### src/rtl/core/stream_find_replace_unit_macros.svh
// Assertion macros for the find-and-replace unit.
// Each macro takes a label, an antecedent, a consequent and a message string.
`ifndef STREAM_FIND_REPLACE_UNIT_MACROS_SVH
`define STREAM_FIND_REPLACE_UNIT_MACROS_SVH

// Same-cycle implication, sampled on i_clk, off during reset
`define SFR_ASSERT_IMPL(lbl, ante, cons, msg) \
    lbl: assert property (@(posedge i_clk) disable iff (!i_rst_n) (ante) |-> (cons)) \
        else $error(msg);

// Next-cycle implication, sampled on i_clk, off during reset
`define SFR_ASSERT_NEXT(lbl, ante, cons, msg) \
    lbl: assert property (@(posedge i_clk) disable iff (!i_rst_n) (ante) |=> (cons)) \
        else $error(msg);

`endif

### src/rtl/core/sfr_pkg.sv
package sfr_pkg;

    // Window geometry
    localparam int MAX_PAT_BYTES = 8;
    localparam int CNT_W         = $clog2(MAX_PAT_BYTES + 1);
    localparam int IDX_W         = $clog2(MAX_PAT_BYTES);
    localparam int PAT_W         = 64;
    localparam int LEN_W         = 4;
    localparam int REPL_MAX      = 8;

    // Configuration register indexes
    typedef enum logic [1:0] {
        REG_SEARCH_PAT  = 2'd0,
        REG_SEARCH_LEN  = 2'd1,
        REG_REPL_PAT    = 2'd2,
        REG_REPL_LEN    = 2'd3
    } t_reg_idx;

    // Controller states
    typedef enum logic [2:0] {
        ST_IDLE,
        ST_EVAL,
        ST_REPL,
        ST_FLUSH,
        ST_MARK
    } t_state;

    // Source of an output word
    typedef enum logic [1:0] {
        EMIT_WIN,
        EMIT_REPL,
        EMIT_MARK
    } t_emit_sel;

    // Controller to datapath
    typedef struct packed {
        logic      load;
        logic      clear_count;
        logic      shift;
        logic      idx_clr;
        logic      idx_inc;
        logic      emit;
        t_emit_sel emit_sel;
        logic      eor;
        logic      eos;
    } t_cmd;

    // Datapath to controller
    typedef struct packed {
        logic out_free;
        logic count_ge_slen;
        logic match;
        logic rlen_zero;
        logic repl_final;
        logic count_is_one;
        logic count_gt_one;
        logic last_flag;
    } t_status;

endpackage

### src/rtl/core/sfr_datapath.sv
module sfr_datapath (
    input  logic                        i_clk,
    input  logic                        i_rst_n,
    // configuration
    input  logic                        i_cfg_we,
    input  logic [1:0]                  i_cfg_idx,
    input  logic [sfr_pkg::PAT_W-1:0]   i_cfg_wdata,
    // source word
    input  logic [7:0]                  i_byte,
    input  logic                        i_last,
    // result word
    input  logic                        i_out_ready,
    output logic                        o_out_valid,
    output logic [7:0]                  o_out_byte,
    output logic                        o_out_bv,
    output logic                        o_out_eos,
    output logic                        o_out_eor,
    // control
    input  sfr_pkg::t_cmd               i_cmd,
    output sfr_pkg::t_status            o_status
);
    import sfr_pkg::*;

    // Configuration registers
    logic [PAT_W-1:0] r_pat;
    logic [LEN_W-1:0] r_slen;
    logic [PAT_W-1:0] r_rpat;
    logic [LEN_W-1:0] r_rlen;

    // Pending window, oldest byte at entry 0
    logic [7:0]       r_win [MAX_PAT_BYTES];
    logic [CNT_W-1:0] r_count;
    logic [CNT_W-1:0] n_count;
    logic             r_last;
    logic [IDX_W-1:0] r_idx;

    // Output register
    logic             r_out_valid;
    logic [7:0]       r_out_byte;
    logic             r_out_bv;
    logic             r_out_eos;
    logic             r_out_eor;

    logic [CNT_W-1:0] slen_eff;
    logic [CNT_W-1:0] rlen_eff;
    logic [IDX_W-1:0] app_idx;
    logic             match;
    logic [7:0]       emit_byte;
    logic             emit_bv;
    logic             out_free;

    // Effective lengths, clamped into range
    always_comb begin
        if (r_slen == '0) begin
            slen_eff = CNT_W'(1);
        end else if (CNT_W'(r_slen) > CNT_W'(MAX_PAT_BYTES)) begin
            slen_eff = CNT_W'(MAX_PAT_BYTES);
        end else begin
            slen_eff = CNT_W'(r_slen);
        end
        if (CNT_W'(r_rlen) > CNT_W'(REPL_MAX)) begin
            rlen_eff = CNT_W'(REPL_MAX);
        end else begin
            rlen_eff = CNT_W'(r_rlen);
        end
    end

    // Append slot, clamped to the top entry
    assign app_idx = (r_count > CNT_W'(MAX_PAT_BYTES - 1)) ? IDX_W'(MAX_PAT_BYTES - 1)
                                                           : r_count[IDX_W-1:0];

    // Per-entry compare against the pattern; unused entries pass
    always_comb begin
        match = 1'b1;
        for (int i = 0; i < MAX_PAT_BYTES; i++) begin
            if ((CNT_W'(i) < slen_eff) && (r_win[i] != r_pat[8*i +: 8])) begin
                match = 1'b0;
            end
        end
    end

    assign out_free = !r_out_valid || i_out_ready;

    // Output word source
    always_comb begin
        case (i_cmd.emit_sel)
            EMIT_WIN: begin
                emit_byte = r_win[0];
                emit_bv   = 1'b1;
            end
            EMIT_REPL: begin
                emit_byte = r_rpat[8*r_idx +: 8];
                emit_bv   = 1'b1;
            end
            EMIT_MARK: begin
                emit_byte = 8'd0;
                emit_bv   = 1'b0;
            end
            default: begin
                emit_byte = 8'd0;
                emit_bv   = 1'b0;
            end
        endcase
    end

    // Status back to the controller
    always_comb begin
        o_status.out_free      = out_free;
        o_status.count_ge_slen = (r_count >= slen_eff);
        o_status.match         = match;
        o_status.rlen_zero     = (rlen_eff == '0);
        o_status.repl_final    = ((CNT_W'(r_idx) + CNT_W'(1)) == rlen_eff);
        o_status.count_is_one  = (r_count == CNT_W'(1));
        o_status.count_gt_one  = (r_count > CNT_W'(1));
        o_status.last_flag     = r_last;
    end

    // Fill count next value
    always_comb begin
        n_count = r_count;
        if (i_cfg_we && (t_reg_idx'(i_cfg_idx) == REG_SEARCH_LEN)) begin
            n_count = '0;
        end else if (i_cmd.clear_count) begin
            n_count = '0;
        end else if (i_cmd.load) begin
            n_count = CNT_W'(app_idx) + CNT_W'(1);
        end else if (i_cmd.shift) begin
            n_count = r_count - CNT_W'(1);
        end
    end

    // Control registers
    always_ff @(posedge i_clk) begin
        if (!i_rst_n) begin
            r_pat       <= '0;
            r_slen      <= LEN_W'(1);
            r_rpat      <= '0;
            r_rlen      <= '0;
            r_count     <= '0;
            r_out_valid <= 1'b0;
        end else begin
            r_count <= n_count;
            if (i_cfg_we) begin
                case (t_reg_idx'(i_cfg_idx))
                    REG_SEARCH_PAT: r_pat  <= i_cfg_wdata;
                    REG_SEARCH_LEN: r_slen <= i_cfg_wdata[LEN_W-1:0];
                    REG_REPL_PAT:   r_rpat <= i_cfg_wdata;
                    REG_REPL_LEN:   r_rlen <= i_cfg_wdata[LEN_W-1:0];
                    default: ;
                endcase
            end
            if (i_cmd.emit) begin
                r_out_valid <= 1'b1;
            end else if (i_out_ready) begin
                r_out_valid <= 1'b0;
            end
        end
    end

    // Payload registers: window, flags, replacement index, output word
    always_ff @(posedge i_clk) begin
        if (i_cmd.load) begin
            r_win[app_idx] <= i_byte;
            r_last         <= i_last;
        end else if (i_cmd.shift) begin
            for (int i = 0; i < MAX_PAT_BYTES - 1; i++) begin
                r_win[i] <= r_win[i+1];
            end
        end
        if (i_cmd.idx_clr) begin
            r_idx <= '0;
        end else if (i_cmd.idx_inc) begin
            r_idx <= r_idx + IDX_W'(1);
        end
        if (i_cmd.emit) begin
            r_out_byte <= emit_byte;
            r_out_bv   <= emit_bv;
            r_out_eos  <= i_cmd.eos;
            r_out_eor  <= i_cmd.eor;
        end
    end

    assign o_out_valid = r_out_valid;
    assign o_out_byte  = r_out_byte;
    assign o_out_bv    = r_out_bv;
    assign o_out_eos   = r_out_eos;
    assign o_out_eor   = r_out_eor;

endmodule

### src/rtl/core/sfr_ctrl.sv
module sfr_ctrl (
    input  logic               i_clk,
    input  logic               i_rst_n,
    input  logic               i_in_valid,
    output logic               o_in_ready,
    input  sfr_pkg::t_status   i_status,
    output sfr_pkg::t_cmd      o_cmd,
    output sfr_pkg::t_state    o_state
);
    import sfr_pkg::*;

    t_state r_state;
    t_state n_state;

    // State register
    always_ff @(posedge i_clk) begin
        if (!i_rst_n) begin
            r_state <= ST_IDLE;
        end else begin
            r_state <= n_state;
        end
    end

    // Next state and commands
    always_comb begin
        n_state    = r_state;
        o_cmd      = '0;
        o_in_ready = 1'b0;
        case (r_state)
            ST_IDLE: begin
                o_in_ready = 1'b1;
                if (i_in_valid) begin
                    o_cmd.load = 1'b1;
                    n_state    = ST_EVAL;
                end
            end
            ST_EVAL: begin
                if (i_status.count_ge_slen) begin
                    if (i_status.match) begin
                        o_cmd.clear_count = 1'b1;
                        o_cmd.idx_clr     = 1'b1;
                        if (!i_status.rlen_zero) begin
                            n_state = ST_REPL;
                        end else if (i_status.last_flag) begin
                            n_state = ST_MARK;
                        end else begin
                            n_state = ST_IDLE;
                        end
                    end else if (i_status.out_free) begin
                        // slide by one, oldest byte out
                        o_cmd.emit     = 1'b1;
                        o_cmd.emit_sel = EMIT_WIN;
                        o_cmd.shift    = 1'b1;
                        o_cmd.eor      = !i_status.last_flag || i_status.count_is_one;
                        o_cmd.eos      = i_status.last_flag && i_status.count_is_one;
                        if (i_status.last_flag && i_status.count_gt_one) begin
                            n_state = ST_FLUSH;
                        end else begin
                            n_state = ST_IDLE;
                        end
                    end
                end else if (i_status.last_flag) begin
                    n_state = ST_FLUSH;
                end else begin
                    n_state = ST_IDLE;
                end
            end
            ST_REPL: begin
                if (i_status.out_free) begin
                    o_cmd.emit     = 1'b1;
                    o_cmd.emit_sel = EMIT_REPL;
                    o_cmd.idx_inc  = 1'b1;
                    o_cmd.eor      = i_status.repl_final;
                    o_cmd.eos      = i_status.repl_final && i_status.last_flag;
                    if (i_status.repl_final) begin
                        n_state = ST_IDLE;
                    end
                end
            end
            ST_FLUSH: begin
                if (i_status.out_free) begin
                    o_cmd.emit     = 1'b1;
                    o_cmd.emit_sel = EMIT_WIN;
                    o_cmd.shift    = 1'b1;
                    o_cmd.eor      = i_status.count_is_one;
                    o_cmd.eos      = i_status.count_is_one;
                    if (i_status.count_is_one) begin
                        n_state = ST_IDLE;
                    end
                end
            end
            ST_MARK: begin
                if (i_status.out_free) begin
                    o_cmd.emit     = 1'b1;
                    o_cmd.emit_sel = EMIT_MARK;
                    o_cmd.eor      = 1'b1;
                    o_cmd.eos      = 1'b1;
                    n_state        = ST_IDLE;
                end
            end
            default: begin
                n_state = ST_IDLE;
            end
        endcase
    end

    assign o_state = r_state;

endmodule

### src/rtl/core/stream_find_replace_unit.sv
// Channel   Dir  Width   Contents
// s_*       in   8+1     tdata: in_byte[7:0]; tlast: in_last
// m_*       out  8+1+2   tdata: out_byte[7:0]; tlast: end_of_stream;
//                        tuser: byte_valid[0], end_of_run[1]
// cfg_*     in   1+2+64  write enable, register index, write data
//
// One word at a time; s_tready is high only in the idle state. The accepted word is
// evaluated in the state after the accept, which emits a slid-out byte if any;
// words emitted after it (replacement, flush, bare end marker) come from their own states.
// Synchronous active-low reset clears state, fill count, output valid and configuration,
// except search length, which resets to one; window bytes are undefined until written.
// A full output register not drained by m_tready stalls any emitting state.
module stream_find_replace_unit (
    input  logic                        i_clk,
    input  logic                        i_rst_n,
    // configuration write port
    input  logic                        i_cfg_we,
    input  logic [1:0]                  i_cfg_idx,
    input  logic [sfr_pkg::PAT_W-1:0]   i_cfg_wdata,
    // source stream
    input  logic                        i_s_tvalid,
    output logic                        o_s_tready,
    input  logic [7:0]                  i_s_tdata,   // [7:0] in_byte
    input  logic                        i_s_tlast,   // in_last
    // result stream
    output logic                        o_m_tvalid,
    input  logic                        i_m_tready,
    output logic [7:0]                  o_m_tdata,   // [7:0] out_byte
    output logic                        o_m_tlast,   // end_of_stream
    output logic [1:0]                  o_m_tuser    // [0] byte_valid, [1] end_of_run
);
    import sfr_pkg::*;

    t_cmd    cmd;
    t_status status;
    t_state  state;
    logic    out_bv;
    logic    out_eor;
    logic    s_take;
    logic    marker_ok;

    sfr_ctrl u_ctrl (
        .i_clk      (i_clk),
        .i_rst_n    (i_rst_n),
        .i_in_valid (i_s_tvalid),
        .o_in_ready (o_s_tready),
        .i_status   (status),
        .o_cmd      (cmd),
        .o_state    (state)
    );

    sfr_datapath u_dp (
        .i_clk       (i_clk),
        .i_rst_n     (i_rst_n),
        .i_cfg_we    (i_cfg_we),
        .i_cfg_idx   (i_cfg_idx),
        .i_cfg_wdata (i_cfg_wdata),
        .i_byte      (i_s_tdata),
        .i_last      (i_s_tlast),
        .i_out_ready (i_m_tready),
        .o_out_valid (o_m_tvalid),
        .o_out_byte  (o_m_tdata),
        .o_out_bv    (out_bv),
        .o_out_eos   (o_m_tlast),
        .o_out_eor   (out_eor),
        .i_cmd       (cmd),
        .o_status    (status)
    );

    assign o_m_tuser = {out_eor, out_bv};

    // helpers for the checks below
    assign s_take    = i_s_tvalid && o_s_tready;
    assign marker_ok = (o_m_tdata == 8'd0) && o_m_tlast && out_eor;

`include "stream_find_replace_unit_macros.svh"

    // a bare end marker carries a zero byte and closes both run and stream
    `SFR_ASSERT_IMPL(a_marker_form, o_m_tvalid && !out_bv, marker_ok, "end marker malformed")
    // end of stream is always the end of a run
    `SFR_ASSERT_IMPL(a_eos_is_eor, o_m_tvalid && o_m_tlast, out_eor, "eos without eor")
    // one word in flight: after an accept the source side is closed
    `SFR_ASSERT_NEXT(a_one_in_flight, s_take, !o_s_tready && (state == ST_EVAL), "busy accept")

endmodule
### config.mk
export PLATFORM = sky130hd
export DESIGN_NAME = stream_find_replace_unit
export DESIGN_NICKNAME = d
export VERILOG_FILES = /design/src/rtl/core/sfr_pkg.sv /design/src/rtl/core/sfr_datapath.sv /design/src/rtl/core/sfr_ctrl.sv /design/src/rtl/core/stream_find_replace_unit.sv
export VERILOG_INCLUDE_DIRS = /design/src /design/src/rtl/core
export SDC_FILE = /design/constraint.sdc
export NUM_CORES = 1
export LEC_CHECK = 0
export BUFFER_PORTS_ARGS = -buffer_cell sky130_fd_sc_hd__buf_2
export CORE_MARGIN = 4
export CORE_UTILIZATION = 54
export DETAILED_ROUTE_END_ITERATION = 12
export PLACE_DENSITY_LB_ADDON = 0.08
export SLEW_MARGIN = 10
export SYNTH_ARGS = -nofsm -noshare
export SYNTH_HDL_FRONTEND = slang
export SYNTH_HIERARCHICAL = 1
export SYNTH_SLANG_ARGS = --single-unit
### constraint.sdc
create_clock -name i_clk -period 3.3 [get_ports i_clk]
set_clock_uncertainty 0.1 [all_clocks]
set_input_delay 0.495 -clock i_clk [delete_from_list [all_inputs] [get_ports i_clk]]
set_output_delay 0.495 -clock i_clk [all_outputs]
set_load 0.03 [all_outputs]
==> run summary, run 1 <==
slew margin rel. - 45.65%
fin crit share - 94.27%
share of layout cells above drive strength 1 - 17.93%
synthesis-to-layout area growth - 15.33%
CTS Buffer Depth - 3
antenna cells - 0
Ys Warns - 6
Max-Cap Viols - 0
hold path endpoint - u_dp/r_last$_DFFE_PP_
worst slew pin tran - 0.8134 ns
via/cell ratio - 5.644
first-iteration detailed-routing DRC count - 751
pwr dens - 772.6 mW/mm^2
worst-skew pair later-pin latency - 0.52 ns
crit path kind - flop to flop
cts bufs inserted - 24
min-delay worst type - primary input to flop
critical path fanouts, max - 19
slowest CP cell - edfxtp_1
Reg clk slew, reported paths - 0.06 ns
Syn Std Cell Area - 0.01033 sq mm
final wirelength - 28.09 mm
row count - 50
setup tns final - 0 ns
Reg power frac - 42.3%
dpl cell area - 0.01110 sq mm
Pins Over Slew Limit - 0
post-route insts no fill - 1,394
status - completed
post-route minimum period - 3.111 ns
worst hold stages - 1
nets - 1,230
Crit path required time - 3.47 ns
Total GRT Usage - 25.72%
initial antenna violation count - 0
RSZ-0062 raised after global routing - false
cell area after layout - 0.01191 sq mm
Fmax achieved - 321.4 MHz
vias in the first global route - 7,459
part of the power in the clock network - 29.0%
r2r setup slk - 0.19 ns
total power - 9.205 mW
worst r2r path cells - 10
die width - 146.3 um
Comb pwr share - 28.8%
Remaining Overflow, GRT - 0
critical path capture point type - flop
Final setup viols - 0
EDFF count, synth - 76
Commonest cells post-synth - nand2_1 (280), dfxtp_1 (147), a21boi_0 (103), edfxtp_1 (76), a21o_1 (56)
ys async rst share - 0%
Synth area leaders - dfxtp_1 (28%), edfxtp_1 (22%), nand2_1 (10%), a21boi_0 (7.5%), a21o_1 (4.1%)
Final GP Congestion - 0.8943
CORE AREA - 0.01877 sq mm
placed instance count - 1,350
DP HPWL - 20.45 mm
CP peak stage delay - 0.45 ns
wire length per cell - 20.15 um
Boundary Pins - 93
first-pass GRT wire length - 43.45 mm
# H-tree levels - 1
DRT Pass-1 Iters - 5
Pint - 6.204 mW
delay-heaviest family, CP - simple AND/OR/NAND/NOR gates
Hold Vio Cnt, Final - 0
# Post-CTS Setup Buffers - 0
buffers plus inverters on the worst setup path - 1
vias - 7,868
DRC violations left - 0
syn avg cell area - 9.718 sq um
root buffer cell - clkbuf_16
worst-path cell chain - xor2_1 > nor4_4 > nand4_1 > o22a_1 > nor4_2 > and2b_2 > o211a_1 > nor2b_4 > buf_12 > a21o_1
Main synth FF type - dfxtp_1
Worst Setup Start Kind - flop
CTS Hold Buffers Added - 0
top-count cell post-synth - nand2_1
cell taking the most area after synthesis - dfxtp_1
switch share - 32.59%
worst r2r dst - u_dp/r_win[7][6]$_DFFE_PP_
clk sink count - 223
Synth Register Bits - 223
Hold Crit Start - i_s_tlast
CP arrival - 3.28 ns
CTS tree - yes
Antenna Nets Post-Route - 0
Initial Util - 55.04%
Post-Syn Instances - 1,063
die area - 0.02141 sq mm
VDD IR max - 0.0004721 V
Unique masters post-synth - 54
net load switching power - 3.000 mW
Port Buffers - 92
Die H - 146.3 um
P_leak - 4.664 nW
largest net degree at the start of global routing - 65
Mapped Nets - 1,151
post-synthesis sequential area ratio - 50.58%
FF-to-FF Start - u_dp/r_win[4][6]$_DFFE_PP_
post-synth top area share - 28.49%
## cells in the final DEF, fill, tap and decap left out, types with 27 or more instances in the layout
| cell type | count |
|---|---|
| xnor2_1 | 34 |
| a21o_1 | 56 |
| a21boi_0 | 103 |
| xor2_1 | 35 |
| edfxtp_1 | 76 |
| nor2_1 | 33 |
| nand2_1 | 280 |
| a21boi_1 | 27 |
| buf_2 | 91 |
| dfxtp_1 | 147 |
| buf_4 | 34 |
## power by group through the flow
stage | combinational (mW) | sequential, mW | clock (mW)
floorplan | 1.69 | 3.87 | 0
global placement | 2.57 | 3.94 | 0
detailed placement | 2.61 | 3.94 | 0
CTS | 2.62 | 3.88 | 2.71
global route | 2.90 | 3.93 | 2.84
finish | 2.65 | 3.89 | 2.67
## repair_timing
| item | 4_1_cts | 5_1_grt |
|---|---|---|
| endpoints found under the hold margin | 0 | 0 |
| resized for setup | 0 | 4 |
| endpoints found under the setup margin | 0 | 107 |
## state kept, by name, summed over array words and instances, names as in the netlist, 3 cells and up
register and cells:
u_dp/r_slen 4, u_dp/o_out_byte 8, u_dp/r_idx 3, u_dp/r_pat 64, u_dp/r_rpat 64, u_ctrl/o_state 3, u_dp/r_rlen 4, u_dp/r_count 4
u_dp/r_win 64
## routing by layer
layer / track usage [%] / wire length (um) / vias up
li1: - / - / 3786
met5: 0 / 0 / -
met2: 38.94 / 12580 / 264
met3: 4.500 / 1983 / 31
met4: 5.268 / 533 / 0
met1: 39.00 / 12990 / 3787
## worst max path at each step
stage                     slack (ns)                          to                      startpoint  depth (start not counted)
after floorplan                 0.06  u_dp/r_win[0][0]$_DFFE_PP_  u_ctrl/o_state[1]$_SDFFE_PN0P_                          6
after global placement          0.16  u_dp/r_win[5][4]$_DFFE_PP_      u_dp/r_win[4][1]$_DFFE_PP_                         11
after detailed placement        0.11  u_dp/r_win[5][4]$_DFFE_PP_      u_dp/r_win[4][1]$_DFFE_PP_                         11
after CTS                       0.08  u_dp/r_win[5][4]$_DFFE_PP_      u_dp/r_win[6][0]$_DFFE_PP_                         12
after global routing            0.03  u_dp/r_win[7][3]$_DFFE_PP_      u_dp/r_win[4][6]$_DFFE_PP_                         10
final                           0.19  u_dp/r_win[7][6]$_DFFE_PP_      u_dp/r_win[4][6]$_DFFE_PP_                         10
## stage by stage
stage,setup slack [ns],util [%],hold slack (ns)
2_1_floorplan,0.06258,-,0.3400
3_3_place_gp,0.1574,59.15,0.3471
3_5_place_dp,0.1095,59.15,0.3541
4_1_cts,0.07995,63.39,0.04946
5_1_grt,0.03328,63.48,0.04529
6_report,0.1890,63.48,0.05673
## cells by family after synthesis
group,count (synthesis),synth area share [%]
compound gates,248,17.48
fa+ha+maj,8,0.9690
simple gates,388,16.51
flops,223,50.58
mux,37,4.748
xor+xnor,69,5.850
buf+inv,90,3.864
## layout make-up
type / instances / area, sq um
fill: 1634 / 6854
sequential: 223 / 5225
multi-input combinational: 750 / 4741
timing repair buffer: 130 / 810.8
clock buffer: 41 / 744.5
tap: 234 / 292.8
clock inverter: 3 / 51.30
inverter: 13 / 48.80
Power figures use the tool's default switching activity.
==> run 2: changes to the inputs <==
--- a/config.mk
+++ b/config.mk
@@ -7,8 +7,7 @@
 export NUM_CORES = 1
 export LEC_CHECK = 0
 export BUFFER_PORTS_ARGS = -buffer_cell sky130_fd_sc_hd__buf_2
-export CORE_MARGIN = 4
-export CORE_UTILIZATION = 54
+export CORE_UTILIZATION = 60
 export DETAILED_ROUTE_END_ITERATION = 12
 export PLACE_DENSITY_LB_ADDON = 0.08
 export SLEW_MARGIN = 10
==> constraint.sdc (replaced) <==
create_clock -name i_clk -period 3.1 [get_ports i_clk]
set_clock_uncertainty 0.1 [all_clocks]
set_input_delay 0.465 -clock i_clk [delete_from_list [all_inputs] [get_ports i_clk]]
set_output_delay 0.465 -clock i_clk [all_outputs]
set_load 0.03 [all_outputs]
==> run summary, run 2 (same netlist as run 1, synthesis figures left out) <==
Antenna Nets Post-Route - 0 (unchanged)
FF-to-FF Start - u_dp/r_win[0][1]$_DFFE_PP_ (was u_dp/r_win[4][6]$_DFFE_PP_)
via/cell ratio - 5.823 (was 5.644)
clk sink count - 223 (unchanged)
# H-tree levels - 1 (unchanged)
CP peak stage delay - 0.45 ns (about the same)
crit path to - u_dp/r_win[7][0]$_DFFE_PP_ (was u_dp/r_win[7][6]$_DFFE_PP_)
first-iteration detailed-routing DRC count - 892 (was 751)
row count - 47 (was 50)
CP arrival - 3.33 ns (was 3.28 ns)
min-delay worst type - primary input to flop (unchanged)
nets - 1,253 (was 1,230)
Final setup viols - 0 (unchanged)
worst-path cell chain - xor2_1 > nor4_1 > buf_4 > o211ai_1 > nor4_2 > and2b_2 > o211a_4 > buf_6 > nand2b_4 > buf_12 > and2_4 > buf_6 > a21o_1 (was xor2_1 > nor4_4 > nand4_1 > o22a_1 > nor4_2 > and2b_2 > o211a_1 > nor2b_4 > buf_12 > a21o_1)
delay-heaviest family, CP - simple AND/OR/NAND/NOR gates (unchanged)
GRT busiest layer - met2 (was met1)
Crit path required time - 3.37 ns (was 3.47 ns)
largest net degree at the start of global routing - 143 (was 65)
most common cell after layout, fill and taps aside - nand2_1 (unchanged)
worst r2r dst - u_dp/r_win[7][0]$_DFFE_PP_ (was u_dp/r_win[7][6]$_DFFE_PP_)
CORE AREA - 0.01670 sq mm (was 0.01877 sq mm)
Comb pwr share - 31.0% (was 28.8%)
total power - 10.33 mW (was 9.205 mW)
fin util - 73.34% (was 63.48%)
worst slew pin tran - 0.8766 ns (was 0.8134 ns)
Hold Vio Cnt, Final - 0 (unchanged)
die width - 133.2 um (was 146.3 um)
post-route minimum period - 3.053 ns (was 3.111 ns)
vias - 8,169 (was 7,868)
Max-Cap Viols - 0 (unchanged)
worst r2r path cells - 13 (was 10)
Pins Over Slew Limit - 0 (unchanged)
fin crit share - 98.49% (was 94.27%)
most frequent cells in the layout - nand2_1 (280), dfxtp_1 (147), a21boi_0 (103) (unchanged)
P_leak - 4.860 nW (was 4.664 nW)
CTS tree - yes (unchanged)
Die H - 133.2 um (was 146.3 um)
CTS Buffer Depth - 3 (unchanged)
buffers plus inverters on the worst setup path - 4 (was 1)
Worst Setup Start Kind - flop (unchanged)
setup tns final - 0 ns (unchanged)
r2r setup slk - 0.05 ns (was 0.19 ns)
crit path kind - flop to flop (unchanged)
DRC violations left - 0 (unchanged)
switch share - 33.10% (was 32.59%)
CTS Hold Buffers Added - 0 (unchanged)
met3 Use GR - 5.746% (was 4.500%)
DRT Pass-1 Iters - 6 (was 5)
Remaining Overflow, GRT - 0 (unchanged)
Filler Cells Inserted - 1,247 (was 1,634)
initial antenna violation count - 0 (unchanged)
DP HPWL - 19.83 mm (was 20.45 mm)
critical path capture point type - flop (unchanged)
Final WS setup - 0.04683 ns (was 0.1890 ns)
slowest CP cell - edfxtp_1 (unchanged)
cts bufs inserted - 24 (unchanged)
wire length per cell - 20.47 um (was 20.15 um)
status - completed (unchanged)
first-pass GRT wire length - 43.52 mm (was 43.45 mm)
dpl cell area - 0.01119 sq mm (was 0.01110 sq mm)
M2 GR Usage - 49.30% (was 38.94%)
part of the power in the clock network - 29.2% (was 29.0%)
Final GP Congestion - 0.8649 (was 0.8943)
vias in the first global route - 7,650 (was 7,459)
Setup Slack @ Placement - -0.1814 ns (was 0.1095 ns)
pwr dens - 843.1 mW/mm^2 (was 772.6 mW/mm^2)
die area - 0.01774 sq mm (was 0.02141 sq mm)
cell area after layout - 0.01225 sq mm (was 0.01191 sq mm)
M1 GR Usage - 45.88% (was 39.00%)
share of layout cells above drive strength 1 - 21.64% (was 17.93%)
Boundary Pins - 93 (unchanged)
Reg clk slew, reported paths - 0.06 ns (about the same)
Pint - 6.909 mW (was 6.204 mW)
synthesis-to-layout area growth - 18.58% (was 15.33%)
CP Depth - 13 (was 10)
VDD IR max - 0.0006750 V (was 0.0004721 V)
Initial Util - 61.85% (was 55.04%)
final wirelength - 28.72 mm (was 28.09 mm)
Port Buffers - 92 (unchanged)
critical path fanouts, max - 8 (was 19)
worst-skew pair later-pin latency - 0.52 ns (about the same)
CP most frequent cell - buf_6
RSZ-0062 raised after global routing - true (was false)
antenna cells - 0 (unchanged)
Reg power frac - 39.8% (was 42.3%)
root buffer cell - clkbuf_16 (unchanged)
Total GRT Usage - 32.32% (was 25.72%)
slew margin rel. - 41.35% (was 45.65%)
crit path from - u_dp/r_win[0][1]$_DFFE_PP_ (was u_dp/r_win[4][6]$_DFFE_PP_)
net load switching power - 3.418 mW (was 3.000 mW)
Fmax achieved - 327.5 MHz (was 321.4 MHz)
biggest regs - u_dp/r_pat (64), u_dp/r_rpat (64), u_dp/r_win (64) (unchanged)
-- run 2: cell types whose count changed in the layout (fill, tap and decap cells not counted), sizes merged --
cell,before,now
buf,130,151
clkbuf,41,33
clkinv,2,8
bufinv,1,3
inv,13,14
nor2b,13,14
-- run 2: power by group through the flow --
stage | sequential [mW] | combinational (mW) | clock [mW]
global route | 4.14 | 3.44 | 3.16
CTS | 4.09 | 2.99 | 3.05
global placement | 4.14 | 2.82 | 0
detailed placement | 4.15 | 2.85 | 0
floorplan | 4.12 | 1.81 | 0
finish | 4.11 | 3.20 | 3.02
-- run 2: repair_timing --
item / CTS / global route
endpoints found under the hold margin: 0 / 0
buffers inserted: 4 / 3
pin swaps: 2 / 32
resized for setup: 12 / 36
cloned: 1 / 1
endpoints found under the setup margin: 121 / 117
-- run 2: worst min-delay path by stage --
stage / start / end / slack [ns] / cells past startpoint
2_1_floorplan: u_dp/r_rpat[40]$_SDFFE_PN0P_ / u_dp/r_rpat[40]$_SDFFE_PN0P_ / 0.34 / 2
3_3_place_gp: u_dp/r_rpat[45]$_SDFFE_PN0P_ / u_dp/r_rpat[45]$_SDFFE_PN0P_ / 0.35 / 2
3_5_place_dp: u_dp/r_rpat[57]$_SDFFE_PN0P_ / u_dp/r_rpat[57]$_SDFFE_PN0P_ / 0.35 / 2
4_1_cts: i_s_tlast / u_dp/r_last$_DFFE_PP_ / 0.06 / 1
5_1_grt: i_s_tlast / u_dp/r_last$_DFFE_PP_ / 0.05 / 1
6_report: i_s_tlast / u_dp/r_last$_DFFE_PP_ / 0.07 / 1
-- run 2: cell type report --
| class | instances | area, sq um | area share [%] |
|---|---|---|---|
| Clock buffer | 32 | 701.9 | 5.730 |
| Inverter | 13 | 48.80 | 0.3984 |
| Timing Repair Buffer | 152 | 985.9 | 8.049 |
| Clock inverter | 12 | 147.6 | 1.205 |
| Tap cell | 220 | 275.3 | 2.247 |
| Sequential cell | 223 | 5225 | 42.66 |
| Multi-Input combinational cell | 751 | 4865 | 39.71 |
-- run 2: worst register-to-register path: stages (launching register included) --
cell	delay (ns)
edfxtp_1	0.45
xor2_1	0.18
nor4_1	0.33
buf_4	0.18
o211ai_1	0.10
nor4_2	0.32
and2b_2	0.27
o211a_4	0.25
buf_6	0.13
nand2b_4	0.09
buf_12	0.13
and2_4	0.14
buf_6	0.13
a21o_1	0.12
-- run 2: metal layers --
layer / wire length (um) / share of wire (%)
met4: 1135 / 4.0
met1: 12440 / 43
met5: 0 / 0
met3: 2322 / 8.1
met2: 12830 / 45
-- run 2: per-stage QoR --
stage	hold slack, ns	cells
6_report	0.07094	1403
5_1_grt	0.05175	1403
4_1_cts	0.05776	1404
3_5_place_dp	0.3543	1355
3_3_place_gp	0.3465	1355
2_1_floorplan	0.3400	1063
